### config.mk
export PLATFORM = sky130hd
export DESIGN_NAME = at_command_three_channel_pulse_generator_core
export DESIGN_NICKNAME = d
export VERILOG_FILES = /design/src/rtl/atcpg_pkg.sv /design/src/rtl/atcpg_channel.sv /design/src/rtl/at_command_three_channel_pulse_generator_core.sv
export SDC_FILE = /design/constraint.sdc
export NUM_CORES = 1
export LEC_CHECK = 0
export ABC_AREA = 1
export ABC_CLOCK_PERIOD_IN_PS = 2860
export BUFFER_PORTS_ARGS = -buffer_cell sky130_fd_sc_hd__buf_4
export CORE_ASPECT_RATIO = 0.6
export CORE_MARGIN = 4
export CORE_UTILIZATION = 50
export DETAILED_ROUTE_END_ITERATION = 12
export PLACE_DENSITY = 0.69
export REMOVE_ABC_BUFFERS = 1
export SYNTH_ARGS = -nofsm -noshare
export SYNTH_HDL_FRONTEND = slang
export SYNTH_HIERARCHICAL = 1
export SYNTH_SLANG_ARGS = --single-unit
### constraint.sdc
create_clock -name clk -period 2.86 [get_ports clk]
set_clock_uncertainty 0.05 [all_clocks]
set_input_delay 0.429 -clock clk [delete_from_list [all_inputs] [get_ports clk]]
set_output_delay 0.429 -clock clk [all_outputs]
set_load 0.03 [all_outputs]
### src/rtl/atcpg_pkg.sv
`timescale 1ns / 1ps

package atcpg_pkg;

    // Fixed part of the command frame: "AT+CONF="
    localparam int HEADER_LEN = 8;

    localparam logic [7:0] CHAR_A     = 8'h41;
    localparam logic [7:0] CHAR_PLUS  = 8'h2B;
    localparam logic [7:0] DIGIT_BASE = 8'd48;
    localparam logic [7:0] DIGIT_MAX  = 8'd9;

    localparam logic [7:0] HEADER_TEXT [HEADER_LEN] = '{
        8'h41, 8'h54, 8'h2B, 8'h43, 8'h4F, 8'h4E, 8'h46, 8'h3D
    };

    // Position of a character inside one channel group "dhl+"
    localparam logic [1:0] SLOT_DELAY = 2'd0;
    localparam logic [1:0] SLOT_HIGH  = 2'd1;
    localparam logic [1:0] SLOT_LOW   = 2'd2;
    localparam logic [1:0] SLOT_SEP   = 2'd3;

    // Per-channel control from the frame/tick logic
    typedef struct packed {
        logic       tick;
        logic       load;
        logic [3:0] delay_val;
        logic [3:0] high_val;
        logic [3:0] low_val;
    } chan_ctrl_t;

endpackage

### src/rtl/atcpg_channel.sv
`timescale 1ns / 1ps

module atcpg_channel
    import atcpg_pkg::*;
(
    input  logic       clk,
    input  logic       rst_n,
    input  chan_ctrl_t ctrl,
    output logic       lamp_next
);

    logic [3:0] delay_max_reg, high_max_reg, low_max_reg;
    logic [3:0] delay_left_reg, high_left_reg, low_left_reg;
    logic       lamp_reg;

    logic [3:0] delay_max_next, high_max_next, low_max_next;
    logic [3:0] delay_left_next, high_left_next, low_left_next;

    // Load new timing, or step the delay / high / low countdown on a tick
    always_comb
    begin
        delay_max_next  = delay_max_reg;
        high_max_next   = high_max_reg;
        low_max_next    = low_max_reg;
        delay_left_next = delay_left_reg;
        high_left_next  = high_left_reg;
        low_left_next   = low_left_reg;
        lamp_next       = lamp_reg;
        if (ctrl.load)
        begin
            delay_max_next  = ctrl.delay_val;
            high_max_next   = ctrl.high_val;
            low_max_next    = ctrl.low_val;
            delay_left_next = ctrl.delay_val;
            high_left_next  = ctrl.high_val;
            low_left_next   = ctrl.low_val;
            lamp_next       = 1'b0;
        end
        else if (ctrl.tick)
        begin
            priority if (delay_left_reg != 4'd0)
            begin
                delay_left_next = delay_left_reg - 4'd1;
                lamp_next       = 1'b0;
            end
            else if (high_left_reg != 4'd0)
            begin
                high_left_next = high_left_reg - 4'd1;
                lamp_next      = 1'b1;
            end
            else if (low_left_reg != 4'd0)
            begin
                low_left_next = low_left_reg - 4'd1;
                lamp_next     = 1'b0;
            end
            else
            begin
                // Period done: reload, keep the lamp as it is
                delay_left_next = delay_max_reg;
                high_left_next  = high_max_reg;
                low_left_next   = low_max_reg;
            end
        end
    end

    always_ff @(posedge clk or negedge rst_n)
    begin
        if (!rst_n)
        begin
            delay_max_reg  <= 4'd0;
            high_max_reg   <= 4'd0;
            low_max_reg    <= 4'd0;
            delay_left_reg <= 4'd0;
            high_left_reg  <= 4'd0;
            low_left_reg   <= 4'd0;
            lamp_reg       <= 1'b0;
        end
        else
        begin
            delay_max_reg  <= delay_max_next;
            high_max_reg   <= high_max_next;
            low_max_reg    <= low_max_next;
            delay_left_reg <= delay_left_next;
            high_left_reg  <= high_left_next;
            low_left_reg   <= low_left_next;
            lamp_reg       <= lamp_next;
        end
    end

endmodule

### src/rtl/at_command_three_channel_pulse_generator_core.sv
`timescale 1ns / 1ps
// Path from input transaction to result: input register, then result register.
// One transaction per cycle unless stalled; frame and channel logic sit in one stage.
// in_stall rises only when both registers are full and out_stall holds the result.
// Reset (rst_n, async, active low): frame position, timings, counters and lamps clear.
// No clearing pass; the block takes transactions right after reset.

module at_command_three_channel_pulse_generator_core
    import atcpg_pkg::*;
#(
    parameter int CHANNELS = 3
)
(
    input  logic       clk,
    input  logic       rst_n,
    input  logic       in_valid,
    output logic       in_stall,
    input  logic       kind,
    input  logic [7:0] rx_byte,
    output logic       out_valid,
    input  logic       out_stall,
    output logic       echo_valid,
    output logic [7:0] echo_byte,
    output logic       frame_accepted,
    output logic       frame_error,
    output logic [2:0] led_on
);

    localparam int FRAME_LEN = HEADER_LEN + 4 * CHANNELS - 1;
    localparam int PosW      = $clog2(FRAME_LEN);

    // Input register
    logic       in_valid_reg;
    logic       kind_reg;
    logic [7:0] byte_reg;

    // Frame tracking
    logic [PosW-1:0] pos_reg, pos_next, pos_eff, offset;
    logic            ok_reg, ok_next;
    logic [3:0]      pend_d_reg [CHANNELS];
    logic [3:0]      pend_h_reg [CHANNELS];
    logic [3:0]      pend_l_reg [CHANNELS];
    logic [3:0]      pend_d_next [CHANNELS];
    logic [3:0]      pend_h_next [CHANNELS];
    logic [3:0]      pend_l_next [CHANNELS];

    // Result register
    logic       out_valid_reg;
    logic       echo_valid_reg;
    logic [7:0] echo_byte_reg;
    logic       accepted_reg;
    logic       error_reg;
    logic [2:0] led_reg;

    logic       advance;
    logic       is_byte;
    logic       in_header;
    logic       char_ok;
    logic       frame_done;
    logic       good_frame;
    logic       bad_frame;
    logic [7:0] digit;
    logic [2:0] led_next;

    chan_ctrl_t chan_ctrl [CHANNELS];
    logic       lamp_next [CHANNELS];

    // Move the held transaction on whenever the result register frees up
    assign advance  = in_valid_reg && (!out_valid_reg || !out_stall);
    assign in_stall = in_valid_reg && out_valid_reg && out_stall;

    assign is_byte = !kind_reg && (byte_reg != 8'd0);

    // Check each character against its place in the frame as it arrives
    always_comb
    begin
        pos_eff    = (byte_reg == CHAR_A) ? '0 : pos_reg;
        offset     = pos_eff - PosW'(HEADER_LEN);
        in_header  = pos_eff < PosW'(HEADER_LEN);
        digit      = byte_reg - DIGIT_BASE;
        frame_done = pos_eff == PosW'(FRAME_LEN - 1);
        if (in_header)
            char_ok = byte_reg == HEADER_TEXT[pos_eff[2:0]];
        else if (offset[1:0] == SLOT_SEP)
            char_ok = byte_reg == CHAR_PLUS;
        else
            char_ok = digit <= DIGIT_MAX;
        ok_next    = char_ok && ((pos_eff == '0) || ok_reg);
        good_frame = frame_done && ok_next;
        bad_frame  = frame_done && !ok_next;
        pos_next   = frame_done ? '0 : pos_eff + PosW'(1);
    end

    // Collect digits into the pending timing of the addressed channel
    always_comb
    begin
        for (int c = 0; c < CHANNELS; c++)
        begin
            pend_d_next[c] = pend_d_reg[c];
            pend_h_next[c] = pend_h_reg[c];
            pend_l_next[c] = pend_l_reg[c];
            if (!in_header && (offset[PosW-1:2] == (PosW-2)'(c)))
            begin
                unique case (offset[1:0])
                    SLOT_DELAY: pend_d_next[c] = digit[3:0];
                    SLOT_HIGH:  pend_h_next[c] = digit[3:0];
                    SLOT_LOW:   pend_l_next[c] = digit[3:0];
                    SLOT_SEP:   pend_l_next[c] = pend_l_reg[c];
                endcase
            end
        end
    end

    // Drive the channels
    always_comb
    begin
        for (int c = 0; c < CHANNELS; c++)
        begin
            chan_ctrl[c].tick      = advance && kind_reg;
            chan_ctrl[c].load      = advance && is_byte && good_frame;
            chan_ctrl[c].delay_val = pend_d_next[c];
            chan_ctrl[c].high_val  = pend_h_next[c];
            chan_ctrl[c].low_val   = pend_l_next[c];
        end
    end

    for (genvar g = 0; g < CHANNELS; g++)
    begin : g_chan
        atcpg_channel u_channel
        (
            .clk       (clk),
            .rst_n     (rst_n),
            .ctrl      (chan_ctrl[g]),
            .lamp_next (lamp_next[g])
        );
    end

    // Report only the first three lamps
    always_comb
    begin
        led_next = 3'b000;
        for (int c = 0; c < 3; c++)
        begin
            if (c < CHANNELS)
                led_next[c] = lamp_next[c];
        end
    end

    // Input register
    always_ff @(posedge clk or negedge rst_n)
    begin
        if (!rst_n)
            in_valid_reg <= 1'b0;
        else if (!in_stall)
            in_valid_reg <= in_valid;
    end

    always_ff @(posedge clk)
    begin
        if (!in_stall && in_valid)
        begin
            kind_reg <= kind;
            byte_reg <= rx_byte;
        end
    end

    // Frame position and running check
    always_ff @(posedge clk or negedge rst_n)
    begin
        if (!rst_n)
        begin
            pos_reg <= '0;
            ok_reg  <= 1'b0;
        end
        else if (advance && is_byte)
        begin
            pos_reg <= pos_next;
            ok_reg  <= ok_next;
        end
    end

    always_ff @(posedge clk)
    begin
        if (advance && is_byte)
        begin
            pend_d_reg <= pend_d_next;
            pend_h_reg <= pend_h_next;
            pend_l_reg <= pend_l_next;
        end
    end

    // Result register
    always_ff @(posedge clk or negedge rst_n)
    begin
        if (!rst_n)
            out_valid_reg <= 1'b0;
        else if (advance)
            out_valid_reg <= 1'b1;
        else if (!out_stall)
            out_valid_reg <= 1'b0;
    end

    always_ff @(posedge clk)
    begin
        if (advance)
        begin
            echo_valid_reg <= is_byte;
            echo_byte_reg  <= is_byte ? byte_reg : 8'd0;
            accepted_reg   <= is_byte && good_frame;
            error_reg      <= is_byte && bad_frame;
            led_reg        <= led_next;
        end
    end

    assign out_valid      = out_valid_reg;
    assign echo_valid     = echo_valid_reg;
    assign echo_byte      = echo_byte_reg;
    assign frame_accepted = accepted_reg;
    assign frame_error    = error_reg;
    assign led_on         = led_reg;

endmodule

; After elaboration in Yosys (flattened, before gate mapping)
; Memories as Yosys holds them, arrays and structs flattened.
; Index checks and enable logic that the tools add are counted.
[op_classes]
add_sub_neg = 12
order_cmp = 3
eq_ne = 25
mux = 86
bitwise_logic = 1
n_reduce_logical = 47
[op_table]
columns = cell, count
row1 = 4-bit 2-to-1 mux, 63
row2 = 4-bit nonzero test, 9
row3 = 4-bit by 1-bit subtractor with 4-bit output (second input constant), 9
row4 = 3-bit by 2-bit != test with 1-bit output (second input constant), 9
row5 = 3-bit AND reduction, 9
row6 = 1-bit 2-to-1 mux, 19
row7 = 1-bit logical AND, 16
row8 = 8-bit 2-to-1 mux, 2
row9 = 2-bit != test (second input constant), 6
row10 = 5-bit 2-to-1 mux, 2
row11 = 8-bit by 6-bit equality test with 1-bit output (second input constant), 1
row12 = 8-bit by 7-bit equality test with 1-bit output (second input constant), 1
row13 = 8-bit equality test, 1
row14 = 8-bit by 4-bit <= comparator with 1-bit output (second input constant), 1
row15 = 8-bit nonzero test, 1
row16 = 8-bit by 6-bit subtractor with 8-bit output (second input constant), 1
row17 = 1-bit logical NOT, 6
row18 = 5-bit by 1-bit adder with 5-bit output (second input constant), 1
row19 = 5-bit equality test (second input constant), 1
row20 = 5-bit logical NOT, 1
row21 = 5-bit by 4-bit < comparator with 1-bit output (second input constant), 1
row22 = 5-bit by 4-bit subtractor with 5-bit output (second input constant), 1
row23 = 2-bit equality test (second input constant), 2
row24 = 4-bit >= comparator (second input constant), 1
row25 = 9 further kinds, 10
[word_totals]
reg_bits = 142
rom_bits = 64
in_bits = 13
output_inout_bits = 16
mem_count = 1
[memory_table]
columns = memory, words, word_bits, rd, rd_ports_with_merged_regs, write_ports, line
row1 = (no name shown), 8, 8, 1, 0, 0, at_command_three_channel_pulse_generator_core.sv:83  ; char_ok = byte_reg == HEADER_TEXT[pos_eff[2:0]];

; Longest topological paths before layout
; Gate-level depths: netlist of the first run.
[depth]
word_depth = 13
depth_mapped = 25
mapped_depth_nobuf = 23

; Hierarchy
; The synthesis of the first run kept the hierarchy.
[modules_own_cells]
columns = mod, n_inst, cells_per_inst, area_per_inst_um2
row1 = atcpg_channel, 3, 201, 1483.9
row2 = at_command_three_channel_pulse_generator_core, 1, 314, 3223.1

; Worst setup path after synthesis of the first run
; OpenSTA, ideal clock, no wires.
[synth_path]
kind = reg2reg
from = reg out_valid_reg (netlist: out_valid)
to = reg led_reg[0] (netlist: led_on[0]), data pin
setup_time_ns = 0.264
t_arrival_ns = 2.911
required_ns = 2.546
setup_slack_ns = -0.364
stages_incl_launch_ff = 13
path_buffers = 2
path_cell_list = dfrtp_1 nand2_1 inv_1 nor2_1 inv_1 nor2_8 nand3_2 nor2_2 buf_6 buf_6 nor2_1 nand2_1 o21ai_1
[synth_lines]
columns = element, line
row1 = from (decl), at_command_three_channel_pulse_generator_core.sv:48  ; logic out_valid_reg;
row2 = from (signal assigned), at_command_three_channel_pulse_generator_core.sv:196  ; out_valid_reg <= 1'b0;
row3 = from (signal assigned), at_command_three_channel_pulse_generator_core.sv:198  ; out_valid_reg <= 1'b1;
row4 = from (signal assigned), at_command_three_channel_pulse_generator_core.sv:200  ; out_valid_reg <= 1'b0;
row5 = to (signal assigned), at_command_three_channel_pulse_generator_core.sv:211  ; led_reg <= led_next;
row6 = to (decl), at_command_three_channel_pulse_generator_core.sv:53  ; logic [2:0] led_reg;

==> impl_metrics.env, run 1 <==
export IMPL_muxShareOfSynthArea_pct=0
export IMPL_pwr_density_cell_nw_per_um2=782
export IMPL_cap_viol_max_count=0
export IMPL_grt_max_degree=46
export IMPL_synth_xor_xnor_area_share_pct=0.456
export IMPL_syn_area_um2=7670
export IMPL_rsz0062_at_grt="true"
export IMPL_dieWidth_um=168
export IMPL_cts_tree="done"
export IMPL_p_leak_nw=5.02
export IMPL_fillers=1033
export IMPL_yosys_top_cells_area="dfrtp_1 (27%), edfxtp_1 (23%), nand2_1 (14%)"
export IMPL_cts_buffers=17
export IMPL_grt_pass1_wl_um=31900
export IMPL_period_share_pct=110
export IMPL_critPathTopFamily="simple AND/OR/NAND/NOR gates"
export IMPL_final_antenna_net_count=0
export IMPL_hp_class="in2reg"
export IMPL_yosysWarnings=6
export IMPL_synth_seq_area_share_pct=50.1
export IMPL_num_vias=6727
export IMPL_path_max_fanout=8
export IMPL_port_buffers=28
export IMPL_dp_hpwl_um=12500
export IMPL_ir_worst_vdd_mv=0.471
export IMPL_track_usage_pct=22.5
export IMPL_finalHoldViolCount=0
export IMPL_core_area_um2=14800
export IMPL_synthCells=917
export IMPL_worstSetupStartpoint="byte_reg[2]"
export IMPL_yosysUniqueCellTypes=35
export IMPL_synth_simple_area_share_pct=27.2
export IMPL_cpMostUsedCell="nand2_1"
export IMPL_cp_slowest_cell="edfxtp_1"
export IMPL_path_cells="nor2_1 > nand2_2 > nor2_4 > nor2_4 > buf_6 > ha_4 > nand3b_1 > nand2_1 > nand2_1 > nand2_1 > nand3_1 > o21bai_2 > nand3_2 > nor2_4 > buf_6 > clkbuf_16 > buf_12 > nand2_4 > o21ai_2 > nand2_1 > o21ai_1 > nand2_1 > nand2_1"
export IMPL_postSynthAreaPerCell_um2=8.37
export IMPL_async_flop_share_pct=58.5
export IMPL_timing_final_crit_period_ns=3.15
export IMPL_ys_flop_type="dfrtp_1"
export IMPL_synth_seq_cells=142
export IMPL_area_growth_pct=36.1
export IMPL_pre_cts_ws_ns=-0.222
export IMPL_max_freq_ghz=0.317
export IMPL_row_count=34
export IMPL_path_depth=23
export IMPL_final_util_pct=70.7
export IMPL_wire_per_inst_um=16.3
export IMPL_synth_top_family_by_area="simple AND/OR/NAND/NOR gates"
export IMPL_die_h_um=104
export IMPL_total_power_mw=8.17
export IMPL_failed_checks="setup timing"
export IMPL_setup_viol=71
export IMPL_layout_nets=1086
export IMPL_drt_pass1_iter_count=5
export IMPL_slowest_delay_ns=0.42
export IMPL_drive_gt1_share_pct=34.3
export IMPL_via_per_inst=5.31
export IMPL_layout_cells_non_filler=1268
export IMPL_drc=0
export IMPL_grt_pass1_vias=6340
export IMPL_ios=29
export IMPL_crit_path_end_kind="flip-flop"
export IMPL_setup_worst_path_class="reg2reg"
export IMPL_drt_iter0_markers=709
export IMPL_maxSlewViolCount=0
export IMPL_initial_core_util_pct=52.0
export IMPL_tightest_slew_ns=0.611
export IMPL_clkTransAtPathRegs_ns=0.07
export IMPL_routed_wl_um=20700
export IMPL_postLayoutSetupSlackWorst_ns=-0.290
export IMPL_clock_latency_ns=0.42
export IMPL_critPathRequiredTime_ns=3.18
export IMPL_rr_worst_depth=23
export IMPL_fin_tns_setup_ns=-11.46
export IMPL_path_buf_inv=4
export IMPL_max_slew_margin_pct=58.8
export IMPL_synthTopCellsByCount="nand2_1 (292), o21ai_0 (98), inv_1 (93)"
export IMPL_grt_ovfl_total=0
export IMPL_dieArea_um2=17500
export IMPL_yosysMostFrequentCell="nand2_1"
export IMPL_gp_congestion=0.946
export IMPL_critPathArrivalTime_ns=3.47
export IMPL_hold_depth=1
export IMPL_antennaDiodeCount=0
export IMPL_antenna_found_initial=0
export IMPL_synth_top_area_share_pct=27.1
export IMPL_start_kind="flip-flop"
export IMPL_yosys_area_top_type="dfrtp_1"
export IMPL_min_delay_start="rx_byte[0]"
export IMPL_synth_compound_area_share_pct=12.1
export IMPL_numPlacedInstances=1191
export IMPL_synth_fa_ha_area_share_pct=2.61
export IMPL_regToRegStartpoint="byte_reg[2]"
export IMPL_clk_path_buf_depth=2
export IMPL_status="finished, violations left"
export IMPL_clock_sinks=142
export IMPL_htreeDepth=4
export IMPL_synth_edff_count=59
export IMPL_cts_root_buffer="clkbuf_16"
-- metrics by stage --
step           cell area [um^2]  hold slack [ns]
2_1_floorplan              7510           0.0834
5_1_grt                   10400            0.116
4_1_cts                    9750            0.128
6_report                  10400            0.135
3_3_place_gp               8600            0.397
3_5_place_dp               8600            0.399
-- report_power, final --
part,leakage (nW),internal [mW],switching [mW]
Sequential,1.52,2.45,0.239
Combinational,3.20,1.19,1.99
Clock,0.299,1.36,0.934
Total,5.02,5.00,3.17
-- path summary, 6_finish.rpt --
check | slack, ns | endpoint
worst min-delay path | 0.14 | byte_reg[0]
worst min register to register | 0.41 | out_valid
max in group asynchronous | 1.62 | g_chan[0].u_channel/low_left_reg[0]
worst max-delay path | -0.29 | g_chan[0].u_channel/delay_left_reg[1]
worst max register to register | -0.29 | g_chan[0].u_channel/delay_left_reg[1]
min in group asynchronous | 0.49 | out_valid
-- per-layer routing --
metal / GRT usage (%) / part of all wire (%)
met1: 33.4 / 45
met2: 33.2 / 45
met3: 6.27 / 9.2
met4: 4.63 / 1.0
met5: 0 / 0
-- cell families (layout without fill, tap and decap cells) --
group,count (synthesis),after routing
compound gates,165,165
xor+xnor,4,4
fa+ha+maj,16,16
buf+inv,132,285
flops,142,142
simple gates,458,458
-- layout make-up --
type                            instances  area [um^2]  share of cell area, %
Multi-Input combinational cell        643         3880                   37.1
Sequential cell                       142         3850                   36.9
Timing Repair Buffer                  142         1400                   13.4
Inverter                              110          462                   4.42
Clock buffer                           20          458                   4.39
Tap cell                              198          248                   2.37
Clock inverter                         12          143                   1.37
Timing Repair inverter                  1         8.76                 0.0839
-- what timing repair did --
item | CTS | global route
hold endpoints to repair | 38 | 0
cloned | 2 | 2
resized for setup | 97 | 140
setup endpoints to repair | 58 | 82
pin swaps | 33 | 77
buffers inserted | 18 | 27
hold buffers | 1 | 0
-- placed cells by master (no fill, tap or decap), types with 4 or more instances in the layout --
cell type	instances
o21ai_0	81
buf_4	96
buf_6	23
inv_2	18
dfrtp_1	83
nor2_2	11
o21ai_1	26
ha_4	5
inv_1	86
inv_6	7
nor2_1	45
edfxtp_1	59
nand4_1	5
nand2_1	244
inv_4	6
nand2_4	28
buf_12	11
nand2_2	43
ha_1	10
o22ai_1	4
nand3_4	5
clkbuf_16	19
nor2_4	19
nand3_2	10
o21ai_2	30
buf_8	9
o21ai_4	9
nand3_1	39
a21oi_1	7
Note: power is estimated with default switching activity, not from simulation.
==> run 2: changes to the inputs <==
--- a/config.mk
+++ b/config.mk
@@ -10,9 +10,9 @@
 export BUFFER_PORTS_ARGS = -buffer_cell sky130_fd_sc_hd__buf_4
 export CORE_ASPECT_RATIO = 0.6
 export CORE_MARGIN = 4
-export CORE_UTILIZATION = 50
+export CORE_UTILIZATION = 55
 export DETAILED_ROUTE_END_ITERATION = 12
-export PLACE_DENSITY = 0.69
+export PLACE_DENSITY = 0.75
 export REMOVE_ABC_BUFFERS = 1
 export SYNTH_ARGS = -nofsm -noshare
 export SYNTH_HDL_FRONTEND = slang
==> run 2 against run 1 <==
  * The flow still finishes with violations (setup timing)
  * Worst setup slack worse by 0.12 ns
  * Non-clock buffer count is 6 lower
  * Worst hold slack got worse by 0.0089 ns
  * Die area down 8.5%
  * Utilization up 3.3 points
  * Global-route usage is 3.3 points higher
  * Critical path depth stayed put
  * Combinational power increased by 1%
  * Wire length is 2.4% higher
  * Flip-flop and latch count is the same
  * Largest cell class is now registers
  * Largest power group unchanged
==> impl_metrics.env, run 2 (same netlist as run 1, synthesis figures left out) <==
export IMPL_num_vias=6876
export IMPL_clkTransAtPathRegs_ns=0.07
export IMPL_grt_max_degree=44
export IMPL_drt_pass1_iter_count=6
export IMPL_cts_buffers=17
export IMPL_critPathArrivalTime_ns=3.53
export IMPL_fillers=880
export IMPL_tightest_slew_ns=0.615
export IMPL_routed_wl_um=21200
export IMPL_dp_hpwl_um=12300
export IMPL_r2r_slack_ns=-0.41
export IMPL_drive_gt1_share_pct=32.0
export IMPL_row_count=33
export IMPL_grt_pass1_wl_um=32800
export IMPL_ir_worst_vdd_mv=0.470
export IMPL_final_antenna_net_count=0
export IMPL_setup_worst_path_class="reg2reg"
export IMPL_grt_ovfl_total=0
export IMPL_fin_hold_ws_ns=0.126
export IMPL_p_comb_share_pct=39.7
export IMPL_core_area_um2=13700
export IMPL_p_seq_share_pct=33.0
export IMPL_finalHoldViolCount=0
export IMPL_clock_latency_ns=0.42
export IMPL_cap_viol_max_count=0
export IMPL_failed_checks="setup timing"
export IMPL_final_seq_area_um2=3850
export IMPL_initial_core_util_pct=56.2
export IMPL_p_leak_nw=4.84
export IMPL_intPower_mw=4.96
export IMPL_crit_path_end_kind="flip-flop"
export IMPL_p_sw_mw=3.18
export IMPL_switching_share_pct=39.1
export IMPL_drc=0
export IMPL_fin_tns_setup_ns=-19.51
export IMPL_grt_pass1_vias=6390
export IMPL_timing_final_crit_period_ns=3.27
export IMPL_max_freq_ghz=0.306
export IMPL_start_kind="flip-flop"
export IMPL_wire_per_inst_um=16.9
export IMPL_period_share_pct=114
export IMPL_maxSlewViolCount=0
export IMPL_rsz0062_at_grt="true"
export IMPL_layout_nets=1079
export IMPL_max_slew_margin_pct=59.0
export IMPL_dieWidth_um=161
export IMPL_dieArea_um2=16000
export IMPL_pre_cts_ws_ns=-0.313
export IMPL_clock_sinks=142
export IMPL_mostFrequentLayoutCells="nand2_1 (256), buf_4 (105), inv_1 (86), o21ai_0 (86), dfrtp_1 (83)"
export IMPL_critPathRequiredTime_ns=3.12
export IMPL_setup_viol=78
export IMPL_antenna_found_initial=0
export IMPL_area_growth_pct=31.8
export IMPL_final_util_pct=74.0
export IMPL_cts_tree="done"
export IMPL_status="finished, violations left"
export IMPL_pwr_density_cell_nw_per_um2=804
export IMPL_min_delay_start="rx_byte[3]"
export IMPL_cts_root_buffer="clkbuf_16"
export IMPL_gp_congestion=0.965
export IMPL_antennaDiodeCount=0
export IMPL_path_max_fanout=7
export IMPL_final_area_um2=10100
export IMPL_ios=29
export IMPL_place_area_um2=8540
export IMPL_die_h_um=99.5
export IMPL_postLayoutSetupSlackWorst_ns=-0.408
export IMPL_htreeDepth=4
export IMPL_clock_power_share_pct=27.3
export IMPL_track_usage_pct=25.8
export IMPL_clk_path_buf_depth=2
export IMPL_layout_commonest_cell="nand2_1"
export IMPL_hp_class="in2reg"
export IMPL_regToRegStartpoint="byte_reg[5]"
export IMPL_drt_iter0_markers=748
export IMPL_port_buffers=28
export IMPL_via_per_inst=5.48
export IMPL_multiInputGateArea_um2=3730
export IMPL_worstSetupStartpoint="byte_reg[5]"
-- run 2: area by class of cell --
type | instances | share of cell area (%)
clock buffers | 22 | 4.80
inverters | 110 | 4.40
well taps | 192 | 2.37
flip-flops and latches | 142 | 38.0
clock inverters | 10 | 0.989
multi-input cells | 643 | 36.8
repair buffers | 136 | 12.6
-- run 2: worst max-delay path: stages (launching register included) --
cell,delay (ns)
edfxtp_1,0.45
nor2_1,0.15
nand2_1,0.14
nor2_4,0.21
nor2_4,0.10
buf_4,0.15
ha_2,0.17
nand3b_1,0.20
nand2_1,0.09
nand2_1,0.05
nand2_1,0.07
nand3_2,0.08
o21bai_4,0.15
nand3_4,0.10
nor2_4,0.15
buf_12,0.14
buf_16,0.16
buf_12,0.13
buf_8,0.13
o21ai_4,0.05
nand2_1,0.05
o21ai_1,0.05
nand2_1,0.06
nand2_1,0.04
-- run 2: what timing repair did --
action | 4_1_cts | 5_1_grt
setup endpoints to repair | 73 | 78
hold buffers | 1 | 0
cloned | 2 | 0
pin swaps | 43 | 33
endpoints found under the hold margin | 40 | 0
setup buffers | 17 | 18
resized for setup | 116 | 69
-- run 2: through the flow --
step	power [mW]	std cells
global route	8.63	1255
finish	8.14	1255
global placement	5.30	1186
CTS	7.80	1238
floorplan	4.59	895
detailed placement	5.35	1186
-- run 2: worst paths after layout --
path / endpoint / cells past startpoint
hold / removal: byte_reg[3] / 1
hold reg to reg: out_valid / 2
setup / recovery: g_chan[2].u_channel/delay_left_reg[1] / 23
min in group asynchronous: g_chan[1].u_channel/low_left_reg[0] / 2
max in group asynchronous: g_chan[0].u_channel/low_left_reg[2] / 3
setup reg to reg: g_chan[2].u_channel/delay_left_reg[1] / 23
-- run 2: routing by layer --
metal,track usage (%),vias to the layer above,part of all wire [%]
met5,0,-,0
met4,7.07,0,1.9
met3,6.21,45,8.3
met2,39.4,324,46
met1,37.3,3250,44
li1,-,3257,-
-- run 2: power by group through the flow --
stage	Clock, mW	Combinational [mW]	Sequential, mW
3_3_place_gp	0	2.61	2.69
2_1_floorplan	0	1.86	2.73
6_report	2.22	3.23	2.68
4_1_cts	2.22	2.90	2.67
5_1_grt	2.35	3.56	2.72
3_5_place_dp	0	2.65	2.70
